<file path="src/rtl/slps_pkg.sv">
// ----------------------------------------------------------------------------
// slps_pkg
// Shared types, codes and pattern tables of the status LED pattern sequencer.
// ----------------------------------------------------------------------------
`default_nettype none

package slps_pkg;

   // Operation codes carried in the opcode field.
   localparam logic OP_TICK     = 1'b0;
   localparam logic OP_SET_MODE = 1'b1;

   // Mode codes, shared by new_mode, mode_now and the mode register.
   localparam logic [2:0] MODE_OFF        = 3'd0;
   localparam logic [2:0] MODE_PORTAL     = 3'd1;
   localparam logic [2:0] MODE_CONNECTING = 3'd2;
   localparam logic [2:0] MODE_SUCCESS    = 3'd3;
   localparam logic [2:0] MODE_ERROR      = 3'd4;

   // Frame count of the six step patterns.
   localparam logic [2:0] SIX_STEP_LAST = 3'd5;
   localparam logic [2:0] SIX_STEPS     = 3'd6;

   typedef struct packed {
      logic       opcode;
      logic [2:0] new_mode;
   } req_type;

   typedef struct packed {
      logic [7:0] red;
      logic [7:0] green;
      logic [7:0] blue;
      logic [9:0] target_pixel;
      logic [2:0] mode_now;
   } rsp_type;

   // Sequencer state that lives between transactions.
   typedef struct packed {
      logic [2:0] mode;
      logic [2:0] frame_step;
      logic [7:0] tick_count;
      logic       running;
   } seq_state_type;

   function automatic logic [7:0] mode_period(input logic [2:0] mode);
      logic [7:0] p;
      case (mode)
         MODE_PORTAL:     p = 8'd150;
         MODE_CONNECTING: p = 8'd80;
         MODE_SUCCESS:    p = 8'd120;
         MODE_ERROR:      p = 8'd180;
         default:         p = 8'd0;
      endcase
      return p;
   endfunction

   function automatic logic [7:0] portal_level(input logic [1:0] s);
      logic [7:0] v;
      case (s)
         2'd0:    v = 8'd10;
         2'd1:    v = 8'd64;
         2'd2:    v = 8'd150;
         default: v = 8'd64;
      endcase
      return v;
   endfunction

   function automatic logic [7:0] connect_level(input logic [1:0] s);
      return s[0] ? 8'd120 : 8'd0;
   endfunction

   function automatic logic [7:0] success_level(input logic [2:0] s);
      logic [7:0] v;
      case (s)
         3'd0:    v = 8'd120;
         3'd2:    v = 8'd120;
         3'd4:    v = 8'd180;
         default: v = 8'd0;
      endcase
      return v;
   endfunction

   function automatic logic [7:0] error_level(input logic [2:0] s);
      logic [7:0] v;
      case (s)
         3'd0:    v = 8'd220;
         3'd2:    v = 8'd220;
         default: v = 8'd0;
      endcase
      return v;
   endfunction

endpackage

`default_nettype wire

</file>
<file path="src/rtl/status_led_pattern_sequencer.sv">
// ----------------------------------------------------------------------------
// status_led_pattern_sequencer
// Drives one RGB status pixel through off, portal, connecting, success and
// error light patterns from millisecond ticks and mode commands.
// ----------------------------------------------------------------------------
// The block takes one transaction per clock cycle on the req_ channel, either
// a one-millisecond tick or a set-mode command, and returns zero or one color
// transaction on the rsp_ channel for each. A request first lands in an input
// register; once the result register is free or is being emptied, the step
// logic reads it together with the sequencer state, updates the state and,
// when there is a color to show, loads the result register. The sustained
// rate is one transaction per cycle as long as rsp_ready is high. When the
// response side stalls, the input register holds one more request before
// req_ready drops. The pixel index written through csr_wr_en/csr_wr_data is
// copied into every response; change it only while no transaction is in
// flight.
// ----------------------------------------------------------------------------
`default_nettype none

module status_led_pattern_sequencer (
   input  wire                    clock,
   input  wire                    reset,
   // Request channel.
   input  wire                    req_valid,
   output logic                   req_ready,
   input  wire slps_pkg::req_type req_payload,
   // Response channel.
   output logic                   rsp_valid,
   input  wire                    rsp_ready,
   output slps_pkg::rsp_type      rsp_payload,
   // Configuration write port.
   input  wire                    csr_wr_en,
   input  wire logic [9:0]        csr_wr_data
);

   // Input register.
   logic              in_valid_ff;
   logic              in_valid_in;
   slps_pkg::req_type in_data_ff;

   // Sequencer state and configuration.
   slps_pkg::seq_state_type state_ff;
   slps_pkg::seq_state_type state_in;
   logic [9:0]              pixel_ff;

   // Result register.
   logic              rsp_valid_ff;
   logic              rsp_valid_in;
   slps_pkg::rsp_type rsp_data_ff;

   logic              step_emit;
   slps_pkg::rsp_type step_rsp;
   logic              fire;
   logic              req_accept;

   slps_step u_step (
      .state_cur   (state_ff),
      .req         (in_data_ff),
      .pixel_index (pixel_ff),
      .state_next  (state_in),
      .emit        (step_emit),
      .rsp         (step_rsp)
   );

   // The held request is processed once the result register is free or
   // is being emptied in this same cycle.
   assign fire       = in_valid_ff && (!rsp_valid_ff || rsp_ready);
   assign req_ready  = !in_valid_ff || fire;
   assign req_accept = req_valid && req_ready;

   always_comb begin
      in_valid_in = req_accept ? 1'b1 : (fire ? 1'b0 : in_valid_ff);
      if (fire) begin
         rsp_valid_in = step_emit;
      end else begin
         rsp_valid_in = rsp_valid_ff && !rsp_ready;
      end
   end

   always_ff @(posedge clock) begin
      if (reset) begin
         in_valid_ff  <= 1'b0;
         rsp_valid_ff <= 1'b0;
         state_ff     <= '0;
         pixel_ff     <= 10'd0;
      end else begin
         in_valid_ff  <= in_valid_in;
         rsp_valid_ff <= rsp_valid_in;
         if (fire) begin
            state_ff <= state_in;
         end
         if (csr_wr_en) begin
            pixel_ff <= csr_wr_data;
         end
      end
   end

   // Payload registers carry no reset.
   always_ff @(posedge clock) begin
      if (req_accept) begin
         in_data_ff <= req_payload;
      end
      if (fire && step_emit) begin
         rsp_data_ff <= step_rsp;
      end
   end

   assign rsp_valid   = rsp_valid_ff;
   assign rsp_payload = rsp_data_ff;

endmodule

`default_nettype wire

</file>
<file path="src/rtl/slps_step.sv">
// ----------------------------------------------------------------------------
// slps_step
// Next-state and result logic for one transaction: a tick or a mode command.
// ----------------------------------------------------------------------------
`default_nettype none

module slps_step (
   input  wire slps_pkg::seq_state_type state_cur,
   input  wire slps_pkg::req_type       req,
   input  wire logic [9:0]              pixel_index,
   output slps_pkg::seq_state_type      state_next,
   output logic                         emit,
   output slps_pkg::rsp_type            rsp
);

   logic [2:0] cmd_mode;
   logic [7:0] count_inc;
   logic [2:0] err_step;
   logic [1:0] ring_step;

   always_comb begin
      cmd_mode   = (req.new_mode > slps_pkg::MODE_ERROR) ? slps_pkg::MODE_OFF : req.new_mode;
      count_inc  = state_cur.tick_count + 8'd1;
      ring_step  = state_cur.frame_step[1:0];
      err_step   = (state_cur.frame_step >= slps_pkg::SIX_STEPS) ?
                   state_cur.frame_step - slps_pkg::SIX_STEPS : state_cur.frame_step;

      state_next       = state_cur;
      emit             = 1'b0;
      rsp.red          = 8'd0;
      rsp.green        = 8'd0;
      rsp.blue         = 8'd0;
      rsp.target_pixel = pixel_index;
      rsp.mode_now     = state_cur.mode;

      if (req.opcode == slps_pkg::OP_SET_MODE) begin
         // A repeat of the current mode is dropped; success always restarts.
         if (!(cmd_mode == state_cur.mode && cmd_mode != slps_pkg::MODE_SUCCESS)) begin
            state_next.mode       = cmd_mode;
            state_next.frame_step = 3'd0;
            state_next.tick_count = 8'd0;
            state_next.running    = (cmd_mode != slps_pkg::MODE_OFF);
            emit                  = 1'b1;
            rsp.mode_now          = cmd_mode;
            case (cmd_mode)
               slps_pkg::MODE_PORTAL:     rsp.blue = 8'd16;
               slps_pkg::MODE_CONNECTING: rsp.blue = 8'd120;
               slps_pkg::MODE_ERROR:      rsp.red  = 8'd64;
               default:                   ;
            endcase
         end
      end else if (state_cur.running) begin
         if (count_inc < slps_pkg::mode_period(state_cur.mode)) begin
            state_next.tick_count = count_inc;
         end else begin
            state_next.tick_count = 8'd0;
            case (state_cur.mode)
               slps_pkg::MODE_PORTAL: begin
                  state_next.frame_step = {1'b0, ring_step + 2'd1};
                  rsp.blue              = slps_pkg::portal_level(ring_step);
                  emit                  = 1'b1;
               end
               slps_pkg::MODE_CONNECTING: begin
                  state_next.frame_step = {1'b0, ring_step + 2'd1};
                  rsp.blue              = slps_pkg::connect_level(ring_step);
                  emit                  = 1'b1;
               end
               slps_pkg::MODE_SUCCESS: begin
                  if (state_cur.frame_step < slps_pkg::SIX_STEPS) begin
                     state_next.frame_step = state_cur.frame_step + 3'd1;
                     rsp.green = slps_pkg::success_level(state_cur.frame_step);
                     emit      = 1'b1;
                     // The last step already reports the drop back to off.
                     if (state_cur.frame_step == slps_pkg::SIX_STEP_LAST) begin
                        state_next.running = 1'b0;
                        state_next.mode    = slps_pkg::MODE_OFF;
                        rsp.mode_now       = slps_pkg::MODE_OFF;
                     end
                  end
               end
               slps_pkg::MODE_ERROR: begin
                  state_next.frame_step = (err_step == slps_pkg::SIX_STEP_LAST) ?
                                          3'd0 : err_step + 3'd1;
                  rsp.red               = slps_pkg::error_level(err_step);
                  emit                  = 1'b1;
               end
               default: begin
                  state_next.running = 1'b0;
                  emit               = 1'b1;
               end
            endcase
         end
      end
   end

endmodule

`default_nettype wire

</file>
<file path="config.mk">
export PLATFORM = sky130hd
export DESIGN_NAME = status_led_pattern_sequencer
export DESIGN_NICKNAME = d
export VERILOG_FILES = /design/src/rtl/slps_pkg.sv /design/src/rtl/status_led_pattern_sequencer.sv /design/src/rtl/slps_step.sv
export SDC_FILE = /design/constraint.sdc
export NUM_CORES = 1
export LEC_CHECK = 0
export ABC_AREA = 1
export ABC_CLOCK_PERIOD_IN_PS = 3700
export BUFFER_PORTS_ARGS = -buffer_cell sky130_fd_sc_hd__buf_4
export CELL_PAD_IN_SITES_DETAIL_PLACEMENT = 1
export CELL_PAD_IN_SITES_GLOBAL_PLACEMENT = 1
export CORE_MARGIN = 2
export CORE_UTILIZATION = 39
export DETAILED_ROUTE_END_ITERATION = 10
export PLACE_DENSITY_LB_ADDON = 0.1
export SLEW_MARGIN = 20
export SYNTH_ARGS = -nofsm -noshare
export SYNTH_HDL_FRONTEND = slang
export SYNTH_HIERARCHICAL = 1
export SYNTH_SLANG_ARGS = --single-unit
export TNS_END_PERCENT = 5
</file>
<file path="constraint.sdc">
create_clock -name clock -period 3.7 [get_ports clock]
set_input_delay 1.11 -clock clock [delete_from_list [all_inputs] [get_ports clock]]
set_output_delay 1.11 -clock clock [all_outputs]
set_load 0.02 [all_outputs]
</file>
==> results of run 1 <==
cells in the mapped netlist:
cell type,count
o21ai_1,5
dfxtp_1,27
nor3b_1,1
o22ai_1,2
o21ai_0,16
nor2_1,51
inv_2,11
buf_4,31
nand3_1,40
clkbuf_2,1
conb_1,1
nand3_2,3
clkbuf_1,1
nor4_1,1
nand4_1,6
clkinv_1,1
buf_2,1
xor2_1,6
a21oi_1,22
nand2_1,101
ha_1,12
nand3b_1,2
nor2_4,3
inv_1,39
nand2_4,4
nor2_8,1
buf_6,6
xnor2_1,1
o21a_1,2
nor2_2,3
nand2_2,3
edfxtp_1,41
nor3_1,2
worst max path at each step:
stage	start	endpoint	cells after the start
after detailed placement	state_ff[1]$_SDFFE_PP0P_	rsp_payload[27]$_DFFE_PP_	13
after CTS	state_ff[3]$_SDFFE_PP0P_	rsp_payload[14]$_DFFE_PP_	14
after global placement	state_ff[1]$_SDFFE_PP0P_	rsp_payload[24]$_DFFE_PP_	13
final	state_ff[3]$_SDFFE_PP0P_	rsp_payload[14]$_DFFE_PP_	14
after floorplan	state_ff[1]$_SDFFE_PP0P_	rsp_payload[0]$_DFFE_PP_	12
after global routing	state_ff[3]$_SDFFE_PP0P_	rsp_payload[14]$_DFFE_PP_	14
layout make-up:
| class | count | area [sq um] | area share, % |
|---|---|---|---|
| clock buffer | 11 | 153 | 3.58 |
| clock inverter | 5 | 35.0 | 0.821 |
| multi-input combinational | 293 | 1500 | 35.1 |
| sequential | 68 | 1770 | 41.5 |
| tap | 129 | 161 | 3.78 |
| inverter | 51 | 191 | 4.49 |
| timing repair buffer | 61 | 458 | 10.7 |
power groups by stage:
stage / Sequential, W / Clock (W) / Combinational [W]
finish: 0.000879 / 0.000582 / 0.000305
floorplan: 0.000908 / 0 / 0.000222
CTS: 0.000880 / 0.000604 / 0.000309
detailed placement: 0.000897 / 0 / 0.000307
global route: 0.000885 / 0.000632 / 0.000345
global placement: 0.000895 / 0 / 0.000300
metrics by stage:
stage               worst slack (ns)  std cells  cell area (sq um)
floorplan                      0.318        452               3770
global placement               0.723        602               4080
detailed placement             0.528        602               4080
CTS                            0.492        618               4270
global route                   0.219        618               4270
finish                         0.524        618               4270
critical path: stages, from the launching register on:
cell	delay [ns]
dfxtp_1	0.43
nand3_1	0.15
nor2_1	0.18
nand4_1	0.12
xor2_1	0.14
inv_1	0.07
ha_1	0.30
nand2_1	0.08
o21a_1	0.22
nand2_4	0.18
nand3_1	0.21
o21ai_0	0.25
inv_1	0.11
nor2_4	0.11
buf_4	0.29
layer usage:
| metal | GRT usage, % | vias up |
|---|---|---|
| li1 | - | 1489 |
| met1 | 21.4 | 1407 |
| met2 | 29.6 | 50 |
| met3 | 3.28 | 9 |
| met4 | 6.36 | 0 |
| met5 | 0 | - |
kinds of logic after synthesis:
family	after synthesis	synth area share (%)
adder cells (fa/ha/maj)	12	4.01
AND/OR/NAND/NOR	221	27.0
AO/OA/AOI/OAI	47	6.48
XOR/XNOR	7	1.64
flip-flops	68	47.3
other	1	0.100
buffers and inverters	91	13.5
registers in the layout (all words and copies together) (netlist names):
name,count
pixel_ff,10
in_data_ff,4
rsp_payload,37
rsp_valid,1
in_valid_ff,1
state_ff,15
==> results.tsv, run 1 <==
stage	metric	value	unit
route	top routing layer used	met4	
clock_tree	Num CTS Buffers	9	
floorplanning	Die Ht	102	um
setup_path	CP Launch Type	register	
setup_path	flop2flop setup slack	0.52	ns
placed_design	DP Wirelength	6240	um
sta	hold_ws	0.437	ns
synthesis	Yosys top cell area share	32.8	%
power_and_ir_drop	Pleak	1.89	nW
sta	part of the cycle the worst path needs	85.8	%
setup_path	Worst EP required	3.71	ns
route	First-pass DRT Iterations	4	
floorplanning	Die Width	102	um
synthesis	Cell variety after synth	33	
sta	fin. max-slew vios	0	
placed_design	GP Congestion	0.830	
synthesis	cell taking the most area after synthesis	edfxtp_1	
sta	Fin Clk Skew	0.0152	ns
synthesis	Syn Inst Count	447	
synthesis	main area contributors after synthesis	edfxtp_1, dfxtp_1, nand2_1, buf_4, nand3_1	
cells_and_area	Inserted Diodes	0	
route	Routed Antenna Nets	0	
clock_tree	Post-CTS Setup Bufs	0	
global_route	vias in the first global route	3020	
clock_tree	post-CTS sizing	0	
power_and_ir_drop	Gate power share	17.3	%
sta	Period minus WS final	3.18	ns
synthesis	Cell Area, Synth	3750	sq um
run	maxcap violations	0	
route	total number of vias	2955	
setup_path	Critical Path Fanout Max	23	
clock_tree	CTS root buf	clkbuf_8	
route	WL met3	287	um
route	drt wl/cell	13.9	um
floorplanning	FP Rows	35	
worst_hold_path	Hold Path Sink	rsp_payload[7]$_DFFE_PP_	
route	DRC	0	
power_and_ir_drop	P_int	0.00124	W
clock_tree	clk slew on worst S/H paths	0.08	ns
sta	Fin Setup TNS	0	ns
global_route	initial antenna violation count	0	
power_and_ir_drop	switching part of the total	29.9	%
synthesis	register area share after synthesis	47.3	%
clock_tree	H-tree levels	3	
route	Metal-1 WL	4060	um
route	WL met2	4140	um
global_route	pin count of the biggest net entering global routing	34	
power_and_ir_drop	Sw Pwr	0.000529	W
global_route	GR Util All Layers	17.2	%
cells_and_area	Final #Nets	515	
route	Post-Route WL	8600	um
sta	Final Setup Violations	0	
power_and_ir_drop	Seq pwr share	49.8	%
setup_path	Worst Setup End Kind	register	
power_and_ir_drop	Power Total	0.00177	W
cells_and_area	layout cells sized above 1	21.5	%
route	DR iter-0 viols	60	
cells_and_area	Area Growth Syn to Fin	13.9	%
sta	Final Hold Vio Count	0	
cells_and_area	# fillers	1165	
global_route	first-pass GRT wire length	14100	um
power_and_ir_drop	Clk pwr share	32.9	%
setup_path	WS Path Type	reg2reg	
sta	fmax	315	MHz
setup_path	Reg2Reg Depth	14	
cells_and_area	most frequent cells in the layout	nand2_1, buf_4, nor2_1	
clock_tree	worst skew pair latency	0.34	ns
cells_and_area	Core Util, Final	46.0	%
power_and_ir_drop	PwrDens	414	nW/um^2
floorplanning	Initial Util	40.4	%
cells_and_area	leading cell type in the layout, fill and taps excluded	nand2_1	
worst_hold_path	Hold Path Class	reg2reg	
floorplanning	Core ar.	9280	sq um
floorplanning	I/O pins	58	
worst_hold_path	hold path start	pixel_ff[4]$_SDFFE_PP0P_	
power_and_ir_drop	Peak supply drop	227	uV
synthesis	Mapped Avg Cell Area	8.39	sq um
placed_design	IO Port Bufs	57	
synthesis	Synth warnings	6	
outcome	outcome	finished clean	
setup_path	Worst EP arrival	3.19	ns
worst_hold_path	Worst Hold Depth	0	
clock_tree	Hold Buf Count CTS	0	
synthesis	Synth Register Bits	68	
clock_tree	CTS sink cnt	68	
clock_tree	CTS tree	done	
clock_tree	clk buf depth	2	
setup_path	R2R Path End	rsp_payload[14]$_DFFE_PP_	
route	drt via density	4.78	
floorplanning	DIE AREA	10400	sq um
setup_path	RR Startpoint	state_ff[3]$_SDFFE_PP0P_	
global_route	total grt overflow	0	
sta	unrepaired setup endpoints after global routing	no	
Note: power is estimated with default switching activity, not from simulation.
==> inputs of run 2 (changes only) <==
Settings changed: CORE_UTILIZATION 39 to 40, CTS_BUF_LIST from default to sky130_fd_sc_hd__clkbuf_4.
==> run 2 against run 1 <==
Maximum frequency rose by 4.1%. Clock-buffer cell count is 1 lower. Clock power decreased by 14%. Via count decreased by 0.17%. First-iteration DRC count grew 40%. Final area decreased by 1.6%. Register-to-register slack better by 0.13 ns. Non-clock buffer count shrank 1. Worst setup slack better by 0.13 ns. Sequential power about the same.
==> results.tsv, run 2 (synthesis results as in run 1) <==
stage	metric	value	unit
outcome	outcome	finished clean	
clock_tree	post-CTS sizing	0	
global_route	initial antenna violation count	0	
placed_design	GP Congestion	0.817	
sta	Fin Setup TNS	0	ns
worst_hold_path	hold path start	pixel_ff[7]$_SDFFE_PP0P_	
sta	Final Setup Violations	0	
global_route	total grt overflow	0	
clock_tree	CTS root buf	clkbuf_4	
floorplanning	FP Rows	35	
clock_tree	CTS sink cnt	68	
power_and_ir_drop	Sw Pwr	0.000521	W
route	drt wl/cell	14.6	um
clock_tree	worst skew pair latency	0.41	ns
floorplanning	Core ar.	9150	sq um
cells_and_area	Final #Nets	514	
cells_and_area	leading cell type in the layout, fill and taps excluded	nand2_1	
placed_design	Place WS	0.651	ns
global_route	pin count of the biggest net entering global routing	38	
power_and_ir_drop	Seq pwr share	52.0	%
sta	Fin Clk Skew	0.0156	ns
sta	fin. max-slew vios	0	
floorplanning	Die Ht	101	um
clock_tree	clk buf depth	2	
sta	part of the cycle the worst path needs	82.4	%
power_and_ir_drop	P_int	0.00117	W
setup_path	Reg2Reg Depth	14	
clock_tree	Post-CTS Setup Bufs	0	
route	Post-Route WL	8720	um
sta	unrepaired setup endpoints after global routing	no	
cells_and_area	most frequent cells in the layout	nand2_1, buf_4, nor2_1	
floorplanning	I/O pins	58	
cells_and_area	Area Growth Syn to Fin	12.1	%
sta	Period minus WS final	3.05	ns
global_route	vias in the first global route	3024	
sta	Final Hold Vio Count	0	
global_route	first-pass GRT wire length	14400	um
cells_and_area	Core Util, Final	45.9	%
cells_and_area	number of flip-flops in the largest register	37	
placed_design	IO Port Bufs	57	
route	DRC	0	
setup_path	Worst Setup SP	state_ff[3]$_SDFFE_PP0P_	
power_and_ir_drop	PwrDens	402	nW/um^2
power_and_ir_drop	Peak supply drop	168	uV
clock_tree	Num CTS Buffers	9	
power_and_ir_drop	Clk pwr share	29.8	%
cells_and_area	layout cells sized above 1	21.3	%
global_route	GR Util All Layers	18.3	%
clock_tree	CTS tree	done	
clock_tree	Hold Buf Count CTS	0	
cells_and_area	Inserted Diodes	0	
sta	final worst setup slack	0.650	ns
setup_path	RR Startpoint	state_ff[3]$_SDFFE_PP0P_	
setup_path	Worst Setup End Kind	register	
setup_path	WS Path Type	reg2reg	
sta	hold_ws	0.441	ns
clock_tree	clk slew on worst S/H paths	0.13	ns
clock_tree	H-tree levels	3	
placed_design	DP Wirelength	6340	um
power_and_ir_drop	Pleak	1.87	nW
setup_path	Worst EP arrival	3.16	ns
worst_hold_path	Hold Path Sink	rsp_payload[10]$_DFFE_PP_	
floorplanning	Die Width	101	um
route	drt via density	4.92	
floorplanning	DIE AREA	10200	sq um
run	maxcap violations	0	
setup_path	flop2flop setup slack	0.65	ns
route	total number of vias	2950	
worst_hold_path	Worst Hold Depth	0	
setup_path	Critical Path Fanout Max	37	
worst_hold_path	Hold Path Class	reg2reg	
setup_path	R2R Path End	rsp_payload[4]$_DFFE_PP_	
route	Routed Antenna Nets	0	
setup_path	CP Launch Type	register	
floorplanning	Initial Util	41.0	%
sta	fmax	328	MHz
power_and_ir_drop	switching part of the total	30.9	%
setup_path	Worst EP required	3.81	ns
power_and_ir_drop	Gate power share	18.2	%
route	First-pass DRT Iterations	4	
route	DR iter-0 viols	84	
run 2: cell count changes in the layout (fill, tap and decap cells not counted), sizes merged:
cell / previous run / this run
buf: 61 / 60
inv: 50 / 51
clkinv: 5 / 4
bufinv: 0 / 1
clkbuf: 11 / 10
run 2: how the worst max path moves through the flow:
stage / slack, ns / cells after the start / endpoint
floorplan: 0.32 / 12 / rsp_payload[0]$_DFFE_PP_
global placement: 0.79 / 13 / rsp_payload[11]$_DFFE_PP_
detailed placement: 0.65 / 14 / rsp_payload[12]$_DFFE_PP_
CTS: 0.64 / 14 / rsp_payload[34]$_DFFE_PP_
global route: 0.31 / 15 / rsp_payload[0]$_DFFE_PP_
finish: 0.65 / 14 / rsp_payload[4]$_DFFE_PP_
run 2: critical path, stage by stage, from the launching register on:
cell     delay (ns)
dfxtp_1        0.45
nand3_1        0.15
nor2_1         0.18
nand4_1        0.12
xor2_1         0.14
inv_1          0.07
ha_1           0.30
nand2_1        0.07
o21a_1         0.21
nand2_4        0.17
nand3_1        0.19
o21ai_0        0.21
inv_1          0.10
nor2_4         0.13
buf_12         0.22
run 2: area by class of cell:
type	count	area [sq um]
clock buffers	10	75.1
flip-flops and latches	68	1770
well taps	111	139
repair buffers	60	463
fillers	1143	4950
multi-input cells	293	1500
clock inverters	6	63.8
inverters	51	191
run 2: metal layers:
metal | part of all wire, % | global-route usage [%] | wire length [um] | up-vias
met5 | 0 | 0 | 0 | -
met4 | 1.0 | 5.16 | 90 | 0
met3 | 3.0 | 4.09 | 259 | 8
met2 | 49 | 31.6 | 4320 | 49
met1 | 47 | 22.8 | 4060 | 1399
li1 | - | - | - | 1494
run 2: power by group through the flow:
| stage | clock network [W] | logic, W | registers, W |
|---|---|---|---|
| detailed placement | 0 | 0.000310 | 0.000897 |
| global placement | 0 | 0.000300 | 0.000895 |
| finish | 0.000503 | 0.000307 | 0.000879 |
| global route | 0.000560 | 0.000349 | 0.000885 |
| CTS | 0.000523 | 0.000312 | 0.000879 |
| floorplan | 0 | 0.000222 | 0.000908 |
run 2: per-stage QoR:
step	total power (W)	instance area, sq um	cells
floorplan	0.00113	3770	452
global placement	0.00119	4060	583
finish	0.00169	4200	599
detailed placement	0.00121	4060	583
CTS	0.00171	4200	599
global route	0.00179	4200	599
==> inputs of run 3 (changes only) <==
Settings changed: ABC_CLOCK_PERIOD_IN_PS 3700 to 2500.
Clock period 3.7 ns to 2.5 ns, I/O delays scaled along.
==> run 3 against run 2 <==
The flow now finishes with violations (negative setup slack). First-iteration DRC count shrank 25%. Final area is 9.5% higher. Highest routed layer unchanged. Via count is 4.6% higher. Clock-buffer cell count is the same. Largest cell class unchanged.
==> results.tsv, run 3 (synthesis results as in run 1) <==
stage	metric	value	unit
outcome	outcome	finished with violations	
outcome	failing checks	negative setup slack	
global_route	first-pass GRT wire length	14500	um
power_and_ir_drop	Pleak	2.04	nW
floorplanning	Die Width	101	um
run	maxcap violations	0	
setup_path	CP max-delay cell	dfxtp_4	
clock_tree	CTS tree	done	
setup_path	Reg2Reg Depth	14	
placed_design	GP Congestion	0.835	
floorplanning	Core ar.	9150	sq um
worst_hold_path	Hold Path Sink	rsp_payload[4]$_DFFE_PP_	
clock_tree	clk buf depth	2	
worst_hold_path	Worst Hold Depth	0	
setup_path	crit-path cells	ha_4 > nand3_2 > nand3b_1 > xnor2_2 > ha_1 > nand2_2 > o21a_1 > nand2_4 > nand3_4 > o21ai_2 > inv_2 > nor2_4 > buf_12 > clkbuf_16	
worst_hold_path	hold path start	pixel_ff[1]$_SDFFE_PP0P_	
setup_path	max incr delay on CP	0.41	ns
power_and_ir_drop	Peak supply drop	294	uV
floorplanning	I/O pins	58	
route	total number of vias	3085	
clock_tree	Num CTS Buffers	9	
sta	Period minus WS final	2.63	ns
route	drt wl/cell	14.7	um
floorplanning	Initial Util	41.0	%
sta	Final Hold Vio Count	0	
cells_and_area	Area Growth Syn to Fin	22.7	%
setup_path	WS Path Type	reg2reg	
setup_path	Critical Path Fanout Max	6	
placed_design	DP Wirelength	6440	um
sta	part of the cycle the worst path needs	105	%
route	drt via density	4.92	
route	Post-Route WL	9190	um
power_and_ir_drop	switching part of the total	30.8	%
power_and_ir_drop	Clk pwr share	28.3	%
floorplanning	DIE AREA	10200	sq um
clock_tree	H-tree levels	3	
power_and_ir_drop	Seq pwr share	49.7	%
global_route	vias in the first global route	3023	
route	DR iter-0 viols	63	
sta	Rel. slew slack	66.1	%
cells_and_area	layout cells sized above 1	30.6	%
floorplanning	FP Rows	35	
clock_tree	clk slew on worst S/H paths	0.13	ns
power_and_ir_drop	P_int	0.00180	W
sta	hold_ws	0.443	ns
sta	Final Setup Violations	40	
sta	fmax	380	MHz
worst_hold_path	Hold Path Class	reg2reg	
placed_design	IO Port Bufs	57	
setup_path	Worst EP arrival	2.75	ns
clock_tree	worst skew pair latency	0.40	ns
setup_path	Worst Setup End Kind	register	
route	Routed Antenna Nets	0	
sta	unrepaired setup endpoints after global routing	yes	
cells_and_area	leading cell type in the layout, fill and taps excluded	nand2_1	
setup_path	Worst EP required	2.62	ns
global_route	total grt overflow	0	
cells_and_area	number of flip-flops in the largest register	37	
power_and_ir_drop	Sw Pwr	0.000803	W
setup_path	R2R Path End	rsp_payload[34]$_DFFE_PP_	
global_route	initial antenna violation count	0	
sta	worst-margin pin slew	0.508	ns
floorplanning	Die Ht	101	um
power_and_ir_drop	PwrDens	566	nW/um^2
sta	fin. max-slew vios	0	
route	DRC	0	
sta	final worst setup slack	-0.131	ns
sta	Fin Clk Skew	0.0168	ns
clock_tree	CTS root buf	clkbuf_4	
route	First-pass DRT Iterations	6	
setup_path	CP Launch Type	register	
sta	Fin Setup TNS	-4.10	ns
cells_and_area	Final #Nets	542	
cells_and_area	most frequent cells in the layout	nand2_1, buf_4, nor2_1	
setup_path	RR Startpoint	state_ff[1]$_SDFFE_PP0P_	
setup_path	flop2flop setup slack	-0.13	ns
cells_and_area	Core Util, Final	50.3	%
power_and_ir_drop	Gate power share	22.1	%
global_route	GR Util All Layers	18.3	%
cells_and_area	Inserted Diodes	0	
global_route	pin count of the biggest net entering global routing	33	
clock_tree	CTS sink cnt	68	
power_and_ir_drop	Power Total	0.00260	W
placed_design	Place WS	-0.0528	ns
clock_tree	Hold Buf Count CTS	0	
run 3: repair_timing:
item | 4_1_cts | 5_1_grt
pin swaps | 0 | 16
endpoints found under the setup margin | 51 | 59
gates cloned | 0 | 3
resized for setup | 2 | 20
setup buffers | 0 | 8
run 3: worst max-delay path: cells and delay by family (launching register included):
kind,cells,cell delay (ns)
compound gates,2,0.35
xor+xnor,1,0.17
fa+ha+maj,2,0.45
buf+inv,3,0.36
flops,1,0.41
simple gates,6,0.62
run 3: routing by layer:
metal / vias to the layer above / track usage, % / wire, um
li1: 1552 / - / -
met1: 1474 / 23.0 / 4150
met2: 53 / 31.6 / 4680
met3: 6 / 3.54 / 294
met4: 0 / 5.58 / 71
met5: - / 0 / 0
run 3: through the flow:
step	cells	area, sq um
floorplan	452	3820
global placement	600	4250
detailed placement	600	4250
CTS	616	4390
global route	627	4600
finish	627	4600
run 3: power by group through the flow:
stage               Sequential [W]  Clock (W)  Combinational, W
finish                     0.00129   0.000736          0.000574
global route               0.00130   0.000816          0.000633
CTS                        0.00129   0.000770          0.000525
detailed placement         0.00132          0          0.000522
global placement           0.00132          0          0.000510
floorplan                  0.00134          0          0.000337
run 3: worst max-delay path by stage:
stage	from	endpoint	slack, ns	cells after the start
global placement	state_ff[2]$_SDFFE_PP0P_	rsp_payload[24]$_DFFE_PP_	0.02	13
CTS	state_ff[2]$_SDFFE_PP0P_	rsp_payload[35]$_DFFE_PP_	-0.07	14
global route	state_ff[1]$_SDFFE_PP0P_	rsp_payload[31]$_DFFE_PP_	-0.25	14
detailed placement	state_ff[4]$_SDFFE_PP0P_	rsp_payload[27]$_DFFE_PP_	-0.05	15
finish	state_ff[1]$_SDFFE_PP0P_	rsp_payload[34]$_DFFE_PP_	-0.13	14
floorplan	state_ff[2]$_SDFFE_PP0P_	rsp_payload[0]$_DFFE_PP_	-0.26	12
run 3: cell type report:
type                       count  area (sq um)
clock inverter                 6          62.6
inverter                      51           191
fill                        1117          4550
sequential                    68          1790
clock buffer                  10          75.1
multi-input combinational    293          1610
timing repair buffer          88           741
tap                          111           139
